## config.mk

```make
export PLATFORM = sky130hd
export DESIGN_NAME = window_blind_lamp_controller
export DESIGN_NICKNAME = d
export VERILOG_FILES = /design/src/rtl/core/wblc_pkg.sv /design/src/rtl/core/wblc_csr.sv /design/src/rtl/core/wblc_event.sv /design/src/rtl/core/wblc_skid.sv /design/src/rtl/core/window_blind_lamp_controller.sv
export SDC_FILE = /design/constraint.sdc
export NUM_CORES = 1
export LEC_CHECK = 0
export BUFFER_PORTS_ARGS = -buffer_cell sky130_fd_sc_hd__buf_2
export CAP_MARGIN = 20
export CELL_PAD_IN_SITES_DETAIL_PLACEMENT = 0
export CELL_PAD_IN_SITES_GLOBAL_PLACEMENT = 1
export CORE_UTILIZATION = 46
export DETAILED_ROUTE_END_ITERATION = 8
export PLACE_DENSITY_LB_ADDON = 0.2
export SKIP_CTS_REPAIR_TIMING = 1
export SLEW_MARGIN = 20
export SYNTH_ARGS = -nofsm -noshare
export SYNTH_HDL_FRONTEND = slang
export SYNTH_SLANG_ARGS = --single-unit
```

## constraint.sdc

```tcl
create_clock -name clock -period 8.6 [get_ports clock]
set_input_delay 1.29 -clock clock [delete_from_list [all_inputs] [get_ports clock]]
set_output_delay 1.29 -clock clock [all_outputs]
set_load 0.1 [all_outputs]
```

## src/rtl/core/wblc_pkg.sv

```systemverilog
// Package for the window blind and lamp controller.
// Holds shared types, codes and constants; no dependencies.
package wblc_pkg;

   // Event kinds carried in the request tuser
   typedef enum logic [1:0] {
      ACT_TICK  = 2'd0,
      ACT_LIGHT = 2'd1,
      ACT_BYTE  = 2'd2,
      ACT_TOUCH = 2'd3
   } action_type;

   // Configuration register indexes
   localparam int CSR_IDX_W = 3;
   localparam logic [CSR_IDX_W-1:0] CSR_HOUR_MODULUS    = 3'd0;
   localparam logic [CSR_IDX_W-1:0] CSR_MORNING_HOUR    = 3'd1;
   localparam logic [CSR_IDX_W-1:0] CSR_NIGHT_HOUR      = 3'd2;
   localparam logic [CSR_IDX_W-1:0] CSR_LIGHT_THRESHOLD = 3'd3;
   localparam logic [CSR_IDX_W-1:0] CSR_RUN_HOURS       = 3'd4;
   localparam int CSR_DATA_W = 12;

   // Register reset values
   localparam logic [7:0]  RST_HOUR_MODULUS    = 8'd24;
   localparam logic [7:0]  RST_MORNING_HOUR    = 8'd6;
   localparam logic [7:0]  RST_NIGHT_HOUR      = 8'd18;
   localparam logic [11:0] RST_LIGHT_THRESHOLD = 12'd2000;
   localparam logic [7:0]  RST_RUN_HOURS       = 8'd4;

   // Touch column window
   localparam logic [9:0] COL_LOW  = 10'd116;
   localparam logic [9:0] COL_HIGH = 10'd252;

   // Serial line characters
   localparam logic [7:0] CH_LAMP  = 8'h4C;
   localparam logic [7:0] CH_BLIND = 8'h42;
   localparam logic [7:0] CH_MODE  = 8'h4D;
   localparam logic [7:0] CH_NL    = 8'h0A;

   // Beat widths
   localparam int REQ_DATA_W = 40;
   localparam int REQ_USER_W = 2;
   localparam int RSP_DATA_W = 32;

   typedef struct packed {
      logic [7:0]  hour_modulus;
      logic [7:0]  morning_hour;
      logic [7:0]  night_hour;
      logic [11:0] light_threshold;
      logic [7:0]  run_hours;
   } cfg_type;

endpackage

```

## src/rtl/core/wblc_csr.sv

```systemverilog
// Configuration registers of the blind and lamp controller.
// Uses wblc_pkg for register indexes, reset values and cfg_type.
module wblc_csr (
   input  logic                             clock,
   input  logic                             reset,
   input  logic                             csr_valid,
   output logic                             csr_ready,
   input  logic [wblc_pkg::CSR_IDX_W-1:0]   csr_index,
   input  logic [wblc_pkg::CSR_DATA_W-1:0]  csr_data,
   output wblc_pkg::cfg_type                cfg
);

   wblc_pkg::cfg_type cfg_ff;
   wblc_pkg::cfg_type cfg_in;

   assign csr_ready = 1'b1;
   assign cfg       = cfg_ff;

   // decode one write beat; unknown indexes are dropped
   always_comb begin
      cfg_in = cfg_ff;
      if (csr_valid) begin
         unique case (csr_index)
            wblc_pkg::CSR_HOUR_MODULUS:    cfg_in.hour_modulus    = csr_data[7:0];
            wblc_pkg::CSR_MORNING_HOUR:    cfg_in.morning_hour    = csr_data[7:0];
            wblc_pkg::CSR_NIGHT_HOUR:      cfg_in.night_hour      = csr_data[7:0];
            wblc_pkg::CSR_LIGHT_THRESHOLD: cfg_in.light_threshold = csr_data[11:0];
            wblc_pkg::CSR_RUN_HOURS:       cfg_in.run_hours       = csr_data[7:0];
            default: ;
         endcase
      end
   end

   always_ff @(posedge clock) begin
      if (reset) begin
         cfg_ff.hour_modulus    <= wblc_pkg::RST_HOUR_MODULUS;
         cfg_ff.morning_hour    <= wblc_pkg::RST_MORNING_HOUR;
         cfg_ff.night_hour      <= wblc_pkg::RST_NIGHT_HOUR;
         cfg_ff.light_threshold <= wblc_pkg::RST_LIGHT_THRESHOLD;
         cfg_ff.run_hours       <= wblc_pkg::RST_RUN_HOURS;
      end else begin
         cfg_ff <= cfg_in;
      end
   end

endmodule

```

## src/rtl/core/wblc_event.sv

```systemverilog
// Event handler: controller state and its single-pass update per beat.
// Uses wblc_pkg for codes, constants and cfg_type.
module wblc_event #(
   parameter int ROW_HEIGHT = 32
) (
   input  logic                              clock,
   input  logic                              reset,
   input  logic                              accept,
   input  logic [1:0]                        action,
   input  logic [11:0]                       light_sample,
   input  logic [7:0]                        rx_byte,
   input  logic [9:0]                        touch_x,
   input  logic [9:0]                        touch_y,
   input  wblc_pkg::cfg_type                 cfg,
   output logic [wblc_pkg::RSP_DATA_W-1:0]   rsp_data
);

   // touch row bounds, one bit wider than the row coordinate
   localparam logic [10:0] ROW3_LO = 11'(3 * ROW_HEIGHT);
   localparam logic [10:0] ROW4_LO = 11'(4 * ROW_HEIGHT);
   localparam logic [10:0] ROW5_LO = 11'(5 * ROW_HEIGHT);
   localparam logic [10:0] ROW6_LO = 11'(6 * ROW_HEIGHT);

   logic [7:0]  hour_count_ff, hour_count_in;
   logic [7:0]  stop_hour_ff, stop_hour_in;
   logic [11:0] last_light_ff, last_light_in;
   logic        auto_flag_ff, auto_flag_in;
   logic        blind_up_ff, blind_up_in;
   logic        lamp_flag_ff, lamp_flag_in;
   logic        raise_line_ff, raise_line_in;
   logic        lower_line_ff, lower_line_in;
   logic        busy_flag_ff, busy_flag_in;
   logic [7:0]  line_head_ff, line_head_in;
   logic        line_open_ff, line_open_in;

   // stop hour: hour plus run length, folded once at the modulus
   function automatic logic [7:0] arm_stop(input logic [7:0] hour,
                                           input logic [7:0] run,
                                           input logic [7:0] modulus);
      logic [8:0] sum;
      sum = {1'b0, hour} + {1'b0, run};
      if (sum >= {1'b0, modulus})
         sum = sum - {1'b0, modulus};
      return sum[7:0];
   endfunction

   // next state for the beat on the input
   always_comb begin
      logic [8:0]  tick_sum;
      logic [7:0]  head_eff;
      logic [10:0] row_y;
      logic        in_cols;

      hour_count_in = hour_count_ff;
      stop_hour_in  = stop_hour_ff;
      last_light_in = last_light_ff;
      auto_flag_in  = auto_flag_ff;
      blind_up_in   = blind_up_ff;
      lamp_flag_in  = lamp_flag_ff;
      raise_line_in = raise_line_ff;
      lower_line_in = lower_line_ff;
      busy_flag_in  = busy_flag_ff;
      line_head_in  = line_head_ff;
      line_open_in  = line_open_ff;

      tick_sum = {1'b0, hour_count_ff} + 9'd1;
      head_eff = line_open_ff ? line_head_ff : rx_byte;
      row_y    = {1'b0, touch_y};
      in_cols  = (touch_x >= wblc_pkg::COL_LOW) && (touch_x <= wblc_pkg::COL_HIGH);

      unique case (wblc_pkg::action_type'(action))
         wblc_pkg::ACT_TICK: begin
            hour_count_in = (tick_sum >= {1'b0, cfg.hour_modulus}) ? 8'd0 : tick_sum[7:0];
            // scheduled moves in auto mode
            if (auto_flag_ff && !busy_flag_ff) begin
               if (hour_count_in == cfg.morning_hour) begin
                  if (!blind_up_ff) begin
                     raise_line_in = 1'b1;
                     blind_up_in   = 1'b1;
                     busy_flag_in  = 1'b1;
                  end
                  stop_hour_in = arm_stop(hour_count_in, cfg.run_hours, cfg.hour_modulus);
               end else if (hour_count_in == cfg.night_hour) begin
                  if (blind_up_ff) begin
                     lower_line_in = 1'b1;
                     blind_up_in   = 1'b0;
                     busy_flag_in  = 1'b1;
                  end
                  stop_hour_in = arm_stop(hour_count_in, cfg.run_hours, cfg.hour_modulus);
               end
            end
            // end of a timed move: release the current direction only
            if (busy_flag_in && (hour_count_in == stop_hour_in)) begin
               if (!blind_up_in)
                  lower_line_in = 1'b0;
               else
                  raise_line_in = 1'b0;
               busy_flag_in = 1'b0;
            end
            if (auto_flag_ff)
               lamp_flag_in = blind_up_in;
         end

         wblc_pkg::ACT_LIGHT: begin
            last_light_in = light_sample;
            if (auto_flag_ff && !busy_flag_ff) begin
               if ((light_sample < cfg.light_threshold) &&
                   (hour_count_ff < cfg.morning_hour)) begin
                  if (!blind_up_ff) begin
                     raise_line_in = 1'b1;
                     blind_up_in   = 1'b1;
                     busy_flag_in  = 1'b1;
                     stop_hour_in  = arm_stop(hour_count_ff, cfg.run_hours,
                                              cfg.hour_modulus);
                  end
               end else if ((light_sample >= cfg.light_threshold) &&
                            (hour_count_ff < cfg.night_hour)) begin
                  if (blind_up_ff) begin
                     lower_line_in = 1'b1;
                     blind_up_in   = 1'b0;
                     busy_flag_in  = 1'b1;
                     stop_hour_in  = arm_stop(hour_count_ff, cfg.run_hours,
                                              cfg.hour_modulus);
                  end
               end
            end
         end

         wblc_pkg::ACT_BYTE: begin
            // keep the first byte of a line
            if (!line_open_ff) begin
               line_head_in = rx_byte;
               line_open_in = 1'b1;
            end
            // newline acts on the line's first byte
            if (rx_byte == wblc_pkg::CH_NL) begin
               if ((head_eff == wblc_pkg::CH_LAMP) && !auto_flag_ff) begin
                  lamp_flag_in = !lamp_flag_ff;
               end else if ((head_eff == wblc_pkg::CH_BLIND) && !auto_flag_ff) begin
                  if (!blind_up_ff) begin
                     raise_line_in = 1'b1;
                     blind_up_in   = 1'b1;
                  end else begin
                     lower_line_in = 1'b1;
                     blind_up_in   = 1'b0;
                  end
                  busy_flag_in = 1'b1;
                  stop_hour_in = arm_stop(hour_count_ff, cfg.run_hours, cfg.hour_modulus);
               end else if (head_eff == wblc_pkg::CH_MODE) begin
                  auto_flag_in = !auto_flag_ff;
               end
               line_open_in = 1'b0;
            end
         end

         wblc_pkg::ACT_TOUCH: begin
            if (in_cols) begin
               // blind row: manual and idle motor only
               if ((row_y >= ROW4_LO) && (row_y < ROW5_LO) &&
                   !busy_flag_ff && !auto_flag_ff) begin
                  if (!blind_up_ff) begin
                     raise_line_in = 1'b1;
                     blind_up_in   = 1'b1;
                  end else begin
                     lower_line_in = 1'b1;
                     blind_up_in   = 1'b0;
                  end
                  busy_flag_in = 1'b1;
                  stop_hour_in = arm_stop(hour_count_ff, cfg.run_hours, cfg.hour_modulus);
               end
               // lamp row: manual only
               if ((row_y >= ROW5_LO) && (row_y < ROW6_LO) && !auto_flag_ff)
                  lamp_flag_in = !lamp_flag_ff;
               // mode row
               if ((row_y >= ROW3_LO) && (row_y < ROW4_LO))
                  auto_flag_in = !auto_flag_ff;
            end
         end

         default: ;
      endcase
   end

   // result beat is the state after the event
   assign rsp_data = {6'd0, busy_flag_in, lower_line_in, raise_line_in, lamp_flag_in,
                      blind_up_in, auto_flag_in, last_light_in, hour_count_in};

   always_ff @(posedge clock) begin
      if (reset) begin
         hour_count_ff <= '0;
         stop_hour_ff  <= '0;
         last_light_ff <= '0;
         auto_flag_ff  <= 1'b0;
         blind_up_ff   <= 1'b0;
         lamp_flag_ff  <= 1'b0;
         raise_line_ff <= 1'b0;
         lower_line_ff <= 1'b0;
         busy_flag_ff  <= 1'b0;
         line_head_ff  <= '0;
         line_open_ff  <= 1'b0;
      end else if (accept) begin
         hour_count_ff <= hour_count_in;
         stop_hour_ff  <= stop_hour_in;
         last_light_ff <= last_light_in;
         auto_flag_ff  <= auto_flag_in;
         blind_up_ff   <= blind_up_in;
         lamp_flag_ff  <= lamp_flag_in;
         raise_line_ff <= raise_line_in;
         lower_line_ff <= lower_line_in;
         busy_flag_ff  <= busy_flag_in;
         line_head_ff  <= line_head_in;
         line_open_ff  <= line_open_in;
      end
   end

endmodule

```

## src/rtl/core/wblc_skid.sv

```systemverilog
// Two-entry result buffer: output register plus skid register.
// Uses wblc_pkg for the result beat width.
module wblc_skid (
   input  logic                              clock,
   input  logic                              reset,
   input  logic                              in_valid,
   output logic                              in_ready,
   input  logic [wblc_pkg::RSP_DATA_W-1:0]   in_data,
   output logic                              out_valid,
   input  logic                              out_ready,
   output logic [wblc_pkg::RSP_DATA_W-1:0]   out_data
);

   logic                            out_valid_ff, out_valid_in;
   logic [wblc_pkg::RSP_DATA_W-1:0] out_data_ff, out_data_in;
   logic                            skid_valid_ff, skid_valid_in;
   logic [wblc_pkg::RSP_DATA_W-1:0] skid_data_ff, skid_data_in;
   logic                            push;
   logic                            pop;

   assign in_ready  = !skid_valid_ff;
   assign out_valid = out_valid_ff;
   assign out_data  = out_data_ff;
   assign push      = in_valid && in_ready;
   assign pop       = out_valid_ff && out_ready;

   // skid only fills while the output register is held
   always_comb begin
      out_valid_in  = out_valid_ff;
      out_data_in   = out_data_ff;
      skid_valid_in = skid_valid_ff;
      skid_data_in  = skid_data_ff;
      if (!out_valid_ff || pop) begin
         if (skid_valid_ff) begin
            out_valid_in  = 1'b1;
            out_data_in   = skid_data_ff;
            skid_valid_in = push;
            skid_data_in  = in_data;
         end else begin
            out_valid_in = push;
            out_data_in  = in_data;
         end
      end else if (push) begin
         skid_valid_in = 1'b1;
         skid_data_in  = in_data;
      end
   end

   always_ff @(posedge clock) begin
      if (reset) begin
         out_valid_ff  <= 1'b0;
         skid_valid_ff <= 1'b0;
      end else begin
         out_valid_ff  <= out_valid_in;
         skid_valid_ff <= skid_valid_in;
      end
      out_data_ff  <= out_data_in;
      skid_data_ff <= skid_data_in;
   end

endmodule

```

## src/rtl/core/window_blind_lamp_controller.sv

```systemverilog
// Top level of the blind and lamp controller.
// Instantiates wblc_csr, wblc_event and wblc_skid; uses wblc_pkg.
//
//   channel  direction  handshake               payload
//   req      in         req_tvalid/req_tready   tdata 40 bit, tuser 2 bit
//   rsp      out        rsp_tvalid/rsp_tready   tdata 32 bit
//   csr      in         csr_valid/csr_ready     csr_index 3 bit, csr_data 12 bit
//
// One event per cycle unless stalled; the state update is a single pass
// of compare and add logic. Each result beat is registered in the output
// register, or in the skid register while the output register is held;
// requests stall only when both hold beats. csr_ready is always high.
// Reset is synchronous: state cleared, registers to their defaults.
module window_blind_lamp_controller #(
   parameter int ROW_HEIGHT = 32
) (
   input  logic                              clock,
   input  logic                              reset,
   // request: light_sample[11:0], rx_byte[19:12], touch_x[29:20], touch_y[39:30]
   input  logic                              req_tvalid,
   output logic                              req_tready,
   input  logic [wblc_pkg::REQ_DATA_W-1:0]   req_tdata,
   // request user: action[1:0]
   input  logic [wblc_pkg::REQ_USER_W-1:0]   req_tuser,
   // result: hour_now[7:0], light_seen[19:8], auto_on[20], blind_raised[21],
   // lamp_on[22], raise_drive[23], lower_drive[24], motor_busy[25], zero[31:26]
   output logic                              rsp_tvalid,
   input  logic                              rsp_tready,
   output logic [wblc_pkg::RSP_DATA_W-1:0]   rsp_tdata,
   // configuration write
   input  logic                              csr_valid,
   output logic                              csr_ready,
   input  logic [wblc_pkg::CSR_IDX_W-1:0]    csr_index,
   input  logic [wblc_pkg::CSR_DATA_W-1:0]   csr_data
);

   wblc_pkg::cfg_type               cfg;
   logic [wblc_pkg::RSP_DATA_W-1:0] evt_data;
   logic                            accept;

   assign accept = req_tvalid && req_tready;

   wblc_csr u_csr (
      .clock     (clock),
      .reset     (reset),
      .csr_valid (csr_valid),
      .csr_ready (csr_ready),
      .csr_index (csr_index),
      .csr_data  (csr_data),
      .cfg       (cfg)
   );

   wblc_event #(
      .ROW_HEIGHT (ROW_HEIGHT)
   ) u_event (
      .clock        (clock),
      .reset        (reset),
      .accept       (accept),
      .action       (req_tuser[1:0]),
      .light_sample (req_tdata[11:0]),
      .rx_byte      (req_tdata[19:12]),
      .touch_x      (req_tdata[29:20]),
      .touch_y      (req_tdata[39:30]),
      .cfg          (cfg),
      .rsp_data     (evt_data)
   );

   wblc_skid u_skid (
      .clock     (clock),
      .reset     (reset),
      .in_valid  (req_tvalid),
      .in_ready  (req_tready),
      .in_data   (evt_data),
      .out_valid (rsp_tvalid),
      .out_ready (rsp_tready),
      .out_data  (rsp_tdata)
   );

endmodule

```

## Word level (Yosys, flattened, before mapping)

Cells that the tools add are included.

| storage, ports and cells | value |
|---|---|
| register bits | 153 |
| output and inout port bits | 35 |
| word-level logic and storage cells | 198 |

| cells by class | value |
|---|---|
| add/subtract/negate cells | 5 |
| $lt $le $gt $ge | 15 |
| eq/ne operators | 24 |
| multiplexer cells | 101 |
| reduce and logical (&&, ||, !) cells | 32 |

Operators by type and width:

| operator | count |
|---|---|
| 2-to-1 mux 8 bit | 19 |
| 2-to-1 mux 32 bit | 3 |
| 2-to-1 mux 1 bit | 70 |
| case mux 8 bit (4 select lines) | 1 |
| less-than comparator 10 x 8 -> 1 bit, second input constant | 3 |
| >= comparator 9 x 8 -> 1 bit | 3 |
| 2-to-1 mux 26 bit | 1 |
| == test 8 x 7 -> 1 bit, second input constant | 3 |
| == test 8 bit | 3 |
| >= comparator 10 x 7 -> 1 bit, second input constant | 2 |
| >= comparator 10 x 8 -> 1 bit, second input constant | 2 |
| adder 8 x 8 -> 9 bit | 2 |
| less-than comparator 8 bit | 2 |
| case mux 1 bit (4 select lines) | 4 |
| subtractor 8 bit | 2 |
| logical AND 1 bit | 15 |
| AND reduction 2 bit | 7 |
| >= comparator 12 bit | 1 |
| less-than comparator 12 bit | 1 |
| 2-to-1 mux 12 bit | 1 |
| != test 2 x 1 -> 1 bit, second input constant | 6 |
| <= comparator 10 x 8 -> 1 bit, second input constant | 1 |
| AND reduction 10 bit | 1 |
| adder 8 x 1 -> 9 bit, second input constant | 1 |
| 16 further kinds | 23 |

## Logic depth before layout (Yosys ltp)

| depth | value |
|---|---|
| depth after elaboration | 16 |
| depth in mapped cells | 30 |
| gate-level depth less buffers | 28 |

## By module

A second synthesis with hierarchy kept.

| unflattened totals | value |
|---|---|
| cells, all modules | 1,068 |
| area, all modules | 10,227.3 µm² |

Modules (own cells, without submodules):

| module | instances | cells each | area each (µm²) | seq. area each (µm²) |
|---|---|---|---|---|
| wblc_event | 1 | 783 | 5,865.6 | 860.8 |
| wblc_skid | 1 | 109 | 2,541.2 | 1,961.9 |
| wblc_csr | 1 | 175 | 1,814.2 | 880.8 |
| window_blind_lamp_controller | 1 | 1 | 6.3 | 0.0 |

## Worst setup path after synthesis

No wires, ideal clock.

| timing | value |
|---|---|
| kind | register to register |
| start point | register u_event.hour_count_ff[1] |
| end point | register u_skid.out_data_ff (netlist bit u_skid.out_data[23]) (data pin) |
| setup time | 0.268 ns |
| arrival time | 6.504 ns |
| setup slack | 1.828 ns |
| cell stages (with the launch flop) | 28 |
| path buffers | 3 |
| cells stage by stage | dfxtp_1 -> nand2_1 -> or4_1 -> nand2_1 -> ha_1 -> and3_1 -> a221oi_2 -> o21a_1 -> buf_2 -> buf_2 -> nand3_1 -> inv_1 -> ha_1 -> o21a_1 -> a21oi_1 -> o311ai_0 -> ha_1 -> o21a_1 -> a21oi_1 -> a211oi_2 -> a211o_1 -> buf_2 -> mux2_2 -> xnor2_1 -> or4_1 -> o31a_1 -> nor3_2 -> o31ai_1 |

| between the ends | value |
|---|---|
| cells in the longest elaborated chain, start to end | 15 |
| elaborated cells between the ends (all ways) | 33 |
| those cells by class | add/sub (3); order compare (3); eq/ne (3); mux (22); reduce/logical (2) |

RTL lines:

| element | RTL line | source |
|---|---|---|
| start: declaration | wblc_event.sv:24 | `logic [7:0] hour_count_ff, hour_count_in;` |
| start signal: assignment | wblc_event.sv:202 | `hour_count_ff <= hour_count_in;` |
| adder 8 x 1 -> 9 bit | wblc_event.sv:66 | `tick_sum = {1'b0, hour_count_ff} + 9'd1;` |
| >= comparator 9 x 8 -> 1 bit | wblc_event.sv:73 | `hour_count_in = (tick_sum >= {1'b0, cfg.hour_modulus}) ? 8'd0 : tick_sum[7:0];` |
| 2-to-1 mux 8 bit | wblc_event.sv:73 |  |
| adder 8 x 8 -> 9 bit | wblc_event.sv:41 | `sum = {1'b0, hour} + {1'b0, run};` |
| subtractor 8 bit or >= comparator 9 x 8 -> 1 bit (tied branches) | wblc_event.sv:43, wblc_event.sv:42 |  |
| 2-to-1 mux 8 bit | wblc_event.sv:42 | `if (sum >= {1'b0, modulus})` |
| 2-to-1 mux 8 bit | wblc_event.sv:83 | `end else if (hour_count_in == cfg.night_hour) begin` |
| 2-to-1 mux 8 bit | wblc_event.sv:76 | `if (hour_count_in == cfg.morning_hour) begin` |
| 2-to-1 mux 8 bit | wblc_event.sv:75 | `if (auto_flag_ff && !busy_flag_ff) begin` |
| 2-to-1 mux 8 bit | wblc_event.sv:71 | `unique case (wblc_pkg::action_type'(action))` |
| == test 8 bit | wblc_event.sv:93 | `if (busy_flag_in && (hour_count_in == stop_hour_in)) begin` |
| logical AND 1 bit | wblc_event.sv:93 |  |
| 2-to-1 mux 1 bit | wblc_event.sv:93 |  |
| case mux 1 bit (4 select lines) (*) | wblc_event.sv:71 |  |
| 2-to-1 mux 26 bit (*) | wblc_skid.sv:34 | `if (skid_valid_ff) begin` |
| end signal: assignment | wblc_skid.sv:57 | `out_data_ff <= out_data_in;` |
| end: declaration | wblc_skid.sv:15 | `logic [wblc_pkg::RSP_DATA_W-1:0] out_data_ff, out_data_in;` |

Mark *: on every way between the ends. The rest lies on a longest branch, timed or not. The select of a mux whose other input is x is not followed.
A chain may end at the register's enable or synchronous reset.

## Worst setup path after layout

| timing | value |
|---|---|
| start point | register u_event.hour_count_ff[5] |
| end point | register u_skid.out_data_ff (netlist bit u_skid.out_data[23]) (data pin) |

Same word-level chain as after synthesis.

==> reports/results.txt <==
status - finished, final reports clean
Slew Limit Fails - 0
synth unique cells - 82
fin crit share - 88.8%
Max VDD drop - 0.135 mV
Psw - 763 uW
max cap viols - 0
reg2reg path depth - 26
Clock Latency Late Sink - 0.44 ns
dominant synthesized flop cell - dfxtp_1
Startpoint Class - flip-flop
most common cell after layout, fill and taps aside - nand2_1
dpl ws - 1.06 ns
worst path required time - 8.78 ns
hold_sp - u_csr.cfg[41]
FP Rows - 52
minimum clock period - 7.63 ns
clock skew - 0.0126 ns
CTS clk-pin slew, worst paths - 0.08 ns
Overflow after GRT - 0
most frequent cells in the layout - nand2_1, nor2_1, dfxtp_1
Syn-to-layout area delta - 14.8%
final core utilization - 53.7%
register area share after synthesis - 35.5%
actual slew at the worst max-slew pin - 0.955 ns
multi-input logic area - 5620 um^2
total wire length - 25,800 um
Diodes inserted - 0
Post-DRT Antenna Nets - 0
share of cells above drive strength 1 - 17.6%
register bit total from synthesis - 141
WHS Path Cells - 2
nets - 1,299
Vias/cell - 5.67
# setup viols final - 0
reg-to-reg slack, setup - 0.97 ns
CTS tree - done
starting density of the core - 46.7%
Hold EP - u_csr.cfg[41]
via count - 8,221
ys async rst share - 0%
drt pass-1 iters - 6
Placer Congestion - 0.881
FMAX - 0.131 GHz
Critical Path Fanout Max - 13
Avg Inst Size Synth - 8.75 um^2
Yosys warning count - 0
IO buf count - 84
CTS Sinks - 141
chip height - 145 um
reg-to-reg startpoint - u_event.hour_count_ff[5]
Reg area - 3340 um^2
I/O pin count - 97
Hold Vio Cnt, Final - 0
Hold Path Class - flip-flop to flip-flop
RSZ-0062 raised after global routing - no
Post-synth EDFFs - 52
Comb pwr share - 27.7%
clock root buffer - clkbuf_16
Tot GR Track Use - 24.9%
Critical R2R Capture - u_skid.out_data[23]
Seq pwr share - 36.1%
initial DRC count - 730
core area - 20,200 um^2
Filler cells - 1,944
die area - 21,100 um^2
Die Width - 145 um
HPWL Detailed - 19,400 um
initial antenna violation count - 0
DR WL/cell - 17.8 um
Power Dens Cells - 193 nW/um^2
Pint - 1330 uW
H-tree lvl count - 4
vias in the first global route - 7,644
largest net degree at the start of global routing - 90
Max-Slew Margin vs Limit - 36.3%
first-pass GRT wire length - 41,400 um
switching share of power - 36.5%
clock share of power - 36.2%
setup TNS - 0 ns
clock buffer depth - 2
DR DRC count - 0
post-synthesis cell area - 9430 um^2
Synth Instances - 1,078
Inserted Clock Buffers - 17
Final WS setup - 0.966 ns
Pleak - 0.00456 uW
WS Path Type - flip-flop to flip-flop
Critical Path End Type - flip-flop
CP arrival - 7.81 ns
[stage by stage]
step | hold slack [ns] | std cells | instance area [um^2] | total power [uW]
after detailed placement | 0.448 | 1417 | 10200 | 1340
after floorplan | 0.436 | 1083 | 9450 | 1190
after CTS | 0.458 | 1449 | 10800 | 2100
final | 0.458 | 1449 | 10800 | 2090
after global placement | 0.443 | 1417 | 10200 | 1330
after global routing | 0.484 | 1449 | 10800 | 2170
[layout make-up]
class,instances,area share (%)
Multi-Input combinational cell,822,51.9
Clock buffer,17,3.93
Clock inverter,15,1.70
Timing Repair Buffer,117,6.17
Inverter,67,2.32
Sequential cell,141,30.9
Tap cell,270,3.12
[power groups by stage]
| stage | sequential [uW] | clock, uW | combinational, uW |
|---|---|---|---|
| global route | 757 | 792 | 625 |
| floorplan | 869 | 0 | 324 |
| detailed placement | 768 | 0 | 573 |
| global placement | 767 | 0 | 568 |
| CTS | 753 | 767 | 575 |
| finish | 753 | 756 | 579 |
[critical path, cell delays in order, from the launching register on]
cell and delay [ns]:
dfxtp_1 0.71, nand2_1 0.21, or4_1 0.54, nand2_1 0.18, ha_1 0.28, and3_1 0.22, a221oi_2 0.28, o21a_1 0.37
buf_4 0.26, nand2_1 0.09, nor2_1 0.12, ha_1 0.22, a211oi_1 0.10, o21ai_0 0.25, o21ai_0 0.20, xnor2_1 0.41
ha_1 0.38, o21a_1 0.13, a21oi_1 0.22, a211oi_2 0.08, a211o_1 0.40, mux2_2 0.33, xnor2_1 0.12, or4_1 0.53
o31a_1 0.38, nor3_2 0.26, o31ai_1 0.11
[synth_stat cells, types with 6 or more instances]
master     count  area share [%]
buf_4          8            0.64
o21a_1        10            0.80
dfxtp_1       89              19
nor2_1       108             4.3
mux2_2        38             4.5
o31ai_1        8            0.64
inv_1         65             2.6
o2111ai_1      6            0.56
nand3b_1      12            0.96
nor4_1        13            0.86
mux2i_1       23             2.4
and2_1         6            0.40
clkbuf_1      36             1.4
nand2_1      123             4.9
o21ai_0       38             2.0
a211o_1       12             1.1
nand4_1       16             1.1
nor2b_1       11            0.73
xnor2_1       20             1.9
or3_1          8            0.53
a31oi_1        8            0.53
a211oi_1      19             1.5
nand3_1       24             1.3
xor2_1         9            0.84
a21o_1        12            0.96
nor3_1        34             1.8
edfxtp_1      52              17
nand2b_1      13            0.86
ha_1          67             8.9
a21oi_1       75             4.0
[worst max-delay path by stage]
stage          slack [ns]                      from                  end  depth (start not counted)
2_1_floorplan        1.83  u_event.hour_count_ff[1]  u_skid.out_data[23]                         27
3_3_place_gp         1.11  u_event.hour_count_ff[5]  u_skid.out_data[23]                         26
3_5_place_dp         1.06  u_event.hour_count_ff[1]  u_skid.out_data[23]                         28
4_1_cts              1.05  u_event.hour_count_ff[1]  u_skid.out_data[23]                         28
5_1_grt              0.45  u_event.hour_count_ff[1]  u_skid.out_data[23]                         28
6_report             0.97  u_event.hour_count_ff[5]  u_skid.out_data[23]                         26
[routing by layer]
layer,track usage (%),wire length [um],vias up
met3,4.37,1500,30
li1,-,-,4098
met2,36.0,10700,246
met1,37.8,13200,3847
met4,6.26,397,0
met5,0,0,-
[kinds of logic after synthesis]
kind of cell / share of synthesized area (%)
flops: 35.5
mux: 6.98
fa+ha+maj: 9.74
xor+xnor: 4.14
simple gates: 20.5
buf+inv: 5.24
other cells: 0.0797
compound gates: 17.9
[flip-flops by register name, indices dropped and copies added, names as in the netlist, 8 cells and up]
| signal | count |
|---|---|
| u_skid.out_data | 26 |
| u_event.line_head_ff | 8 |
| u_event.stop_hour_ff | 8 |
| u_event.last_light_ff | 12 |
| u_event.hour_count_ff | 8 |
| u_skid.skid_data_ff | 26 |
| u_csr.cfg | 44 |
No activity file was read; power rests on OpenSTA's default activity.
